===== src/rtl/pss_pkg.sv =====
// ---------------------------------------------------------------------------
// pss_pkg
// Shared types and codes for the periodic send scheduler.
// ---------------------------------------------------------------------------
package pss_pkg;

    localparam logic [1:0] ACT_CLEAR    = 2'd0;
    localparam logic [1:0] ACT_REGISTER = 2'd1;
    localparam logic [1:0] ACT_DISPATCH = 2'd2;

    localparam logic [1:0] ST_OK    = 2'd0;
    localparam logic [1:0] ST_FULL  = 2'd1;
    localparam logic [1:0] ST_EMPTY = 2'd2;

    localparam int CountW = 7;
    localparam logic [CountW-1:0] MaxCount = 7'd64;

    typedef enum logic [2:0] {
        S_IDLE,
        S_SCAN_RD,
        S_SCAN,
        S_UPDATE,
        S_DONE
    } t_state;

    // controller -> datapath commands
    typedef struct packed {
        logic clear;
        logic reg_wr;
        logic scan_start;
        logic scan_step;
        logic update;
        logic emit_pick;
        logic emit_misc;
        logic [1:0] status;
        logic last;
    } t_cmd;

    // datapath -> controller status
    typedef struct packed {
        logic full;
        logic empty;
        logic scan_end;
    } t_stat;

endpackage


===== src/rtl/pss_ctrl.sv =====
// ---------------------------------------------------------------------------
// pss_ctrl
// Command sequencer: decodes actions, walks dispatch sends.
// ---------------------------------------------------------------------------
module pss_ctrl
    import pss_pkg::*;
(
    input  logic        i_clk,
    input  logic        i_rst_n,
    input  logic        start,
    input  logic [1:0]  i_action,
    input  logic [CountW-1:0] i_count,
    input  t_stat       i_stat,
    output logic        busy,
    output t_cmd        o_cmd
);
    t_state r_state, n_state;
    logic [CountW-1:0] r_left, n_left;
    logic accept;

    assign accept = start && (r_state == S_IDLE);
    assign busy   = (r_state != S_IDLE);

    always_ff @(posedge i_clk) begin
        if (!i_rst_n) begin
            r_state <= S_IDLE;
            r_left  <= '0;
        end else begin
            r_state <= n_state;
            r_left  <= n_left;
        end
    end

    always_comb begin
        n_state = r_state;
        n_left  = r_left;
        unique case (r_state)
            S_IDLE: begin
                if (accept && (i_action == ACT_DISPATCH) && !i_stat.empty &&
                    (i_count != '0)) begin
                    n_state = S_SCAN_RD;
                    n_left  = (i_count > MaxCount) ? MaxCount : i_count;
                end
            end
            S_SCAN_RD: n_state = S_SCAN;
            S_SCAN: begin
                if (i_stat.scan_end) begin
                    n_state = S_UPDATE;
                end
            end
            S_UPDATE: begin
                n_left  = r_left - 1'b1;
                n_state = (r_left == CountW'(1)) ? S_DONE : S_SCAN_RD;
            end
            S_DONE: n_state = S_IDLE;
            default: n_state = S_IDLE;
        endcase
    end

    always_comb begin
        o_cmd = '0;
        unique case (r_state)
            S_IDLE: begin
                if (accept) begin
                    o_cmd.clear  = (i_action == ACT_CLEAR);
                    o_cmd.reg_wr = (i_action == ACT_REGISTER);
                    o_cmd.scan_start = 1'b1;
                    if (i_action == ACT_REGISTER) begin
                        o_cmd.emit_misc = 1'b1;
                        o_cmd.status = i_stat.full ? ST_FULL : ST_OK;
                    end else if (i_action == ACT_DISPATCH) begin
                        o_cmd.emit_misc = i_stat.empty;
                        o_cmd.status    = ST_EMPTY;
                    end else begin
                        o_cmd.emit_misc = 1'b1;
                        o_cmd.status    = ST_OK;
                    end
                end
            end
            S_SCAN_RD: begin
                o_cmd.scan_step = 1'b0;
            end
            S_SCAN: begin
                // step compares the entry read last cycle and reads the next
                o_cmd.scan_step = 1'b1;
                if (i_stat.scan_end) begin
                    o_cmd.scan_step = 1'b1;
                end
            end
            S_UPDATE: begin
                o_cmd.update     = 1'b1;
                o_cmd.emit_pick  = 1'b1;
                o_cmd.last       = (r_left == CountW'(1));
                o_cmd.scan_start = 1'b1;
            end
            S_DONE: o_cmd = '0;
            default: o_cmd = '0;
        endcase
    end
endmodule


===== config.mk =====
export PLATFORM = sky130hd
export DESIGN_NAME = pss_ctrl
export DESIGN_NICKNAME = d
export VERILOG_FILES = /design/src/rtl/pss_pkg.sv /design/src/rtl/pss_ctrl.sv
export SDC_FILE = /design/constraint.sdc
export NUM_CORES = 1
export LEC_CHECK = 0
export BUFFER_PORTS_ARGS = -buffer_cell sky130_fd_sc_hd__clkbuf_2
export CAP_MARGIN = 20
export CORE_UTILIZATION = 45
export CTS_CLUSTER_SIZE = 20
export DETAILED_ROUTE_END_ITERATION = 8
export GPL_TIMING_DRIVEN = 0
export PLACE_DENSITY = 0.72
export SLEW_MARGIN = 5
export SYNTH_ARGS = -nofsm -noshare
export SYNTH_HDL_FRONTEND = slang
export SYNTH_SLANG_ARGS = --single-unit

===== constraint.sdc =====
create_clock -name i_clk -period 5.87 [get_ports i_clk]
set_input_delay 0.2935 -clock i_clk [delete_from_list [all_inputs] [get_ports i_clk]]
set_output_delay 0.2935 -clock i_clk [all_outputs]
set_load 0.02 [all_outputs]

==> summary.txt <==
Final layout
  • Share of post-route cells with drive strength above 1: 29.9%
  • Net count, final: 136
  • Final cell count without fillers: 132
  • Layout area overhead: 24.3%
  • Finished Core Util: 62.4%
  • Antenna cells: 0

Logic synthesis
  • Async set-or-reset flop fraction in the synthesized netlist: 0%
  • Post-synth EDFFs: 0
  • Synth cell count leaders: 10 x dfxtp_1, 8 x nor2_1, 7 x inv_1, 6 x nand2_1, 6 x nor3_1
  • Post-Syn Area: 686 um^2
  • Most frequent cell after synthesis: dfxtp_1
  • Yosys reg bits: 10
  • Synth area leader: dfxtp_1
  • Syn Inst Count: 89
  • Yosys top cell area share: 29.2%
  • Synthesized area per cell: 7.70 um^2
  • Syn_nets: 106
  • Post-synth top flop: dfxtp_1
  • Netlist cell types: 39
  • Synth area leaders: dfxtp_1 29%, nor3b_1 5.5%, nor3_1 4.4%
  • Share of the yosys chip area belonging to registers: 29.2%
  • Synth warn: 0

Critical path
  • Critical Path RT: 5.58 ns
  • CP max stage delay: 0.51 ns
  • FF-to-FF End: r_left[3]
  • Crit path cell chain: buf_6 > or4b_1 > clkbuf_2 > nor3b_1 > and2_1 > clkbuf_2
  • Cell count of the worst reg-to-reg path: 7
  • Delay-heaviest family, CP: simple AND/OR/NAND/NOR gates
  • Top cell by count, worst path: clkbuf_2
  • CP Class: flip-flop to output port
  • Critical path launch point type: flip-flop
  • Crit. End Element: output port
  • Buf/Inv on CP: 3
  • R2R Path Start: r_state[0]
  • CP arrival: 1.94 ns
  • Reg2reg setup slack: 3.88 ns
  • Slowest cell on the critical path: or4b_1
  • Max FO, Critical Path: 8

Placement
  • Placed Cells: 129
  • HPWL after DPL: 1190 um
  • IO Port Bufs: 25
  • GPL Wtd Cong: 0.830
  • DP Worst Slack: 3.91 ns

Route
  • Drt pass-1 iters: 4
  • Initial DRC count: 8
  • Vias/cell: 5.36
  • DR WL/cell: 11.3 um
  • Detail Route Antenna Nets: 0
  • Vias: 708
  • Overall routed net length: 1490 um
  • DRC Markers: 0

Run
  • Max Cap Violations: 0

Worst hold path
  • Hold depth: 3
  • Hold_sp: i_count[5]
  • Worst hold path class: input port to flip-flop
  • Endpoint, Worst Hold: r_left[5]

Floorplan
  • Die height: 41.0 um
  • Die area: 1680 um^2
  • Row count: 13
  • Die width: 41.0 um
  • Area of the core: 1370 um^2
  • # IOs: 26
  • Initial cell density of the core: 50.2%

CTS
  • Clock slew at reported path FFs: 0.07 ns
  • # Post-CTS Setup Buffers: 0
  • CTS H-Tree Depth: 1
  • Clk buf depth: 2
  • Post-CTS sizing: 0
  • Cts-stage hold buffer count: 0
  • Clk sinks: 10
  • CTS tree: built
  • Clk root buf: clkbuf_4
  • CTS Buf Count: 3
  • Worst skew pair latency: 0.28 ns

STA
  • Final setup fails: 0
  • Setup_tns: 0 ns
  • Final Hold Violating Endpoints: 0
  • Max Fclk: 0.448 GHz
  • Max-slew violations: 0
  • Tmin final: 2.23 ns
  • Final hold slack: 0.290 ns
  • Slew @ Worst Pin: 0.348 ns
  • Clock Skews: 0.0142 ns
  • RSZ-0062 raised after global routing: no
  • Worst slew margin: 76.6%
  • Period utilisation layout: 38.1%
  • Worst Setup Slack, final: 3.64 ns

GRT
  • Overall Global Routing Usage: 21.3%
  • Largest net degree at the start of global routing: 9
  • First-pass GRT wire length: 2280 um
  • Initial antenna violation count: 0
  • Vias in the first global route: 562
  • Total grt overflow: 0

Power
  • Leakage power: 0.394 nW
  • PwrDens: 258 nW/um^2
  • Worst IR Drop VDD: 0.197 mV

Status
  • Outcome: completed
[power by group]
group          internal [mW]  switching, mW  total, mW
Sequential            0.0759        0.00589     0.0818
Combinational         0.0397         0.0502     0.0899
Clock                 0.0237         0.0243     0.0480
Total                  0.139         0.0804      0.220
[metal layers]
layer  GRT usage, %  share of wire, %  up-vias
met2           35.5                46       19
met1           24.0                47      307
met5              0                 0        -
li1               -                 -      380
met4           5.00              0.81        0
met3           10.3               6.2        2
[registers in the layout, indices dropped and copies added, names as in the netlist]
signal	flops
r_left	7
r_state	3
[stage by stage]
step	power [mW]	area (um^2)
after floorplan	0.149	686
after global placement	0.172	830
after detailed placement	0.173	830
after CTS	0.223	852
after global routing	0.238	852
final	0.220	852
[worst register-to-register path: cells and delay by family, from the launching register on]
| kind | cells | cell delay [ns] |
|---|---|---|
| flip-flops | 1 | 0.31 |
| AO/OA/AOI/OAI | 3 | 0.52 |
| buffers and inverters | 2 | 0.28 |
| AND/OR/NAND/NOR | 2 | 0.72 |
[placed cells by master, fill, tap and decap left out, types with 2 or more instances in the layout]
cell and count:
nand2_1 6, ha_1 2, a31oi_1 2, nand2b_1 4
nor3_1 6, o32ai_1 2, nor3b_1 5, nor2b_1 2
a21oi_1 4, nor4_1 2, clkbuf_2 26, clkbuf_4 3
dfxtp_1 10, inv_1 7, xnor2_1 2, nand3_1 2
or3_1 2, nor2_1 8
[worst max-delay path by stage]
stage                     from        end  depth (start not counted)
CTS                 r_state[0]   o_cmd[1]                          6
detailed placement  r_state[0]  r_left[3]                          7
floorplan           r_state[0]   o_cmd[1]                          5
global route        r_state[0]   o_cmd[1]                          6
finish              r_state[0]   o_cmd[1]                          6
global placement    r_state[0]  r_left[3]                          7
[kinds of logic (layout without fill, tap and decap cells)]
kind of cell | after synthesis | in the layout | synth area share (%)
and+or+nand+nor | 44 | 44 | 36.5
adders and majority gates | 2 | 2 | 3.65
DFF | 10 | 10 | 29.2
buffers and inverters | 12 | 40 | 8.58
xor gates and xnor gates | 2 | 2 | 2.56
AOI/OAI and AO/OA | 19 | 19 | 19.5
[cell type report]
| type | count | area, um^2 |
|---|---|---|
| multi-input cells | 67 | 427 |
| plain buffers | 5 | 32.5 |
| fillers | 132 | 514 |
| clock buffers | 3 | 22.5 |
| well taps | 15 | 18.8 |
| inverters | 7 | 26.3 |
| repair buffers | 25 | 125 |
| flip-flops and latches | 10 | 200 |
Power figures use the tool's default switching activity.
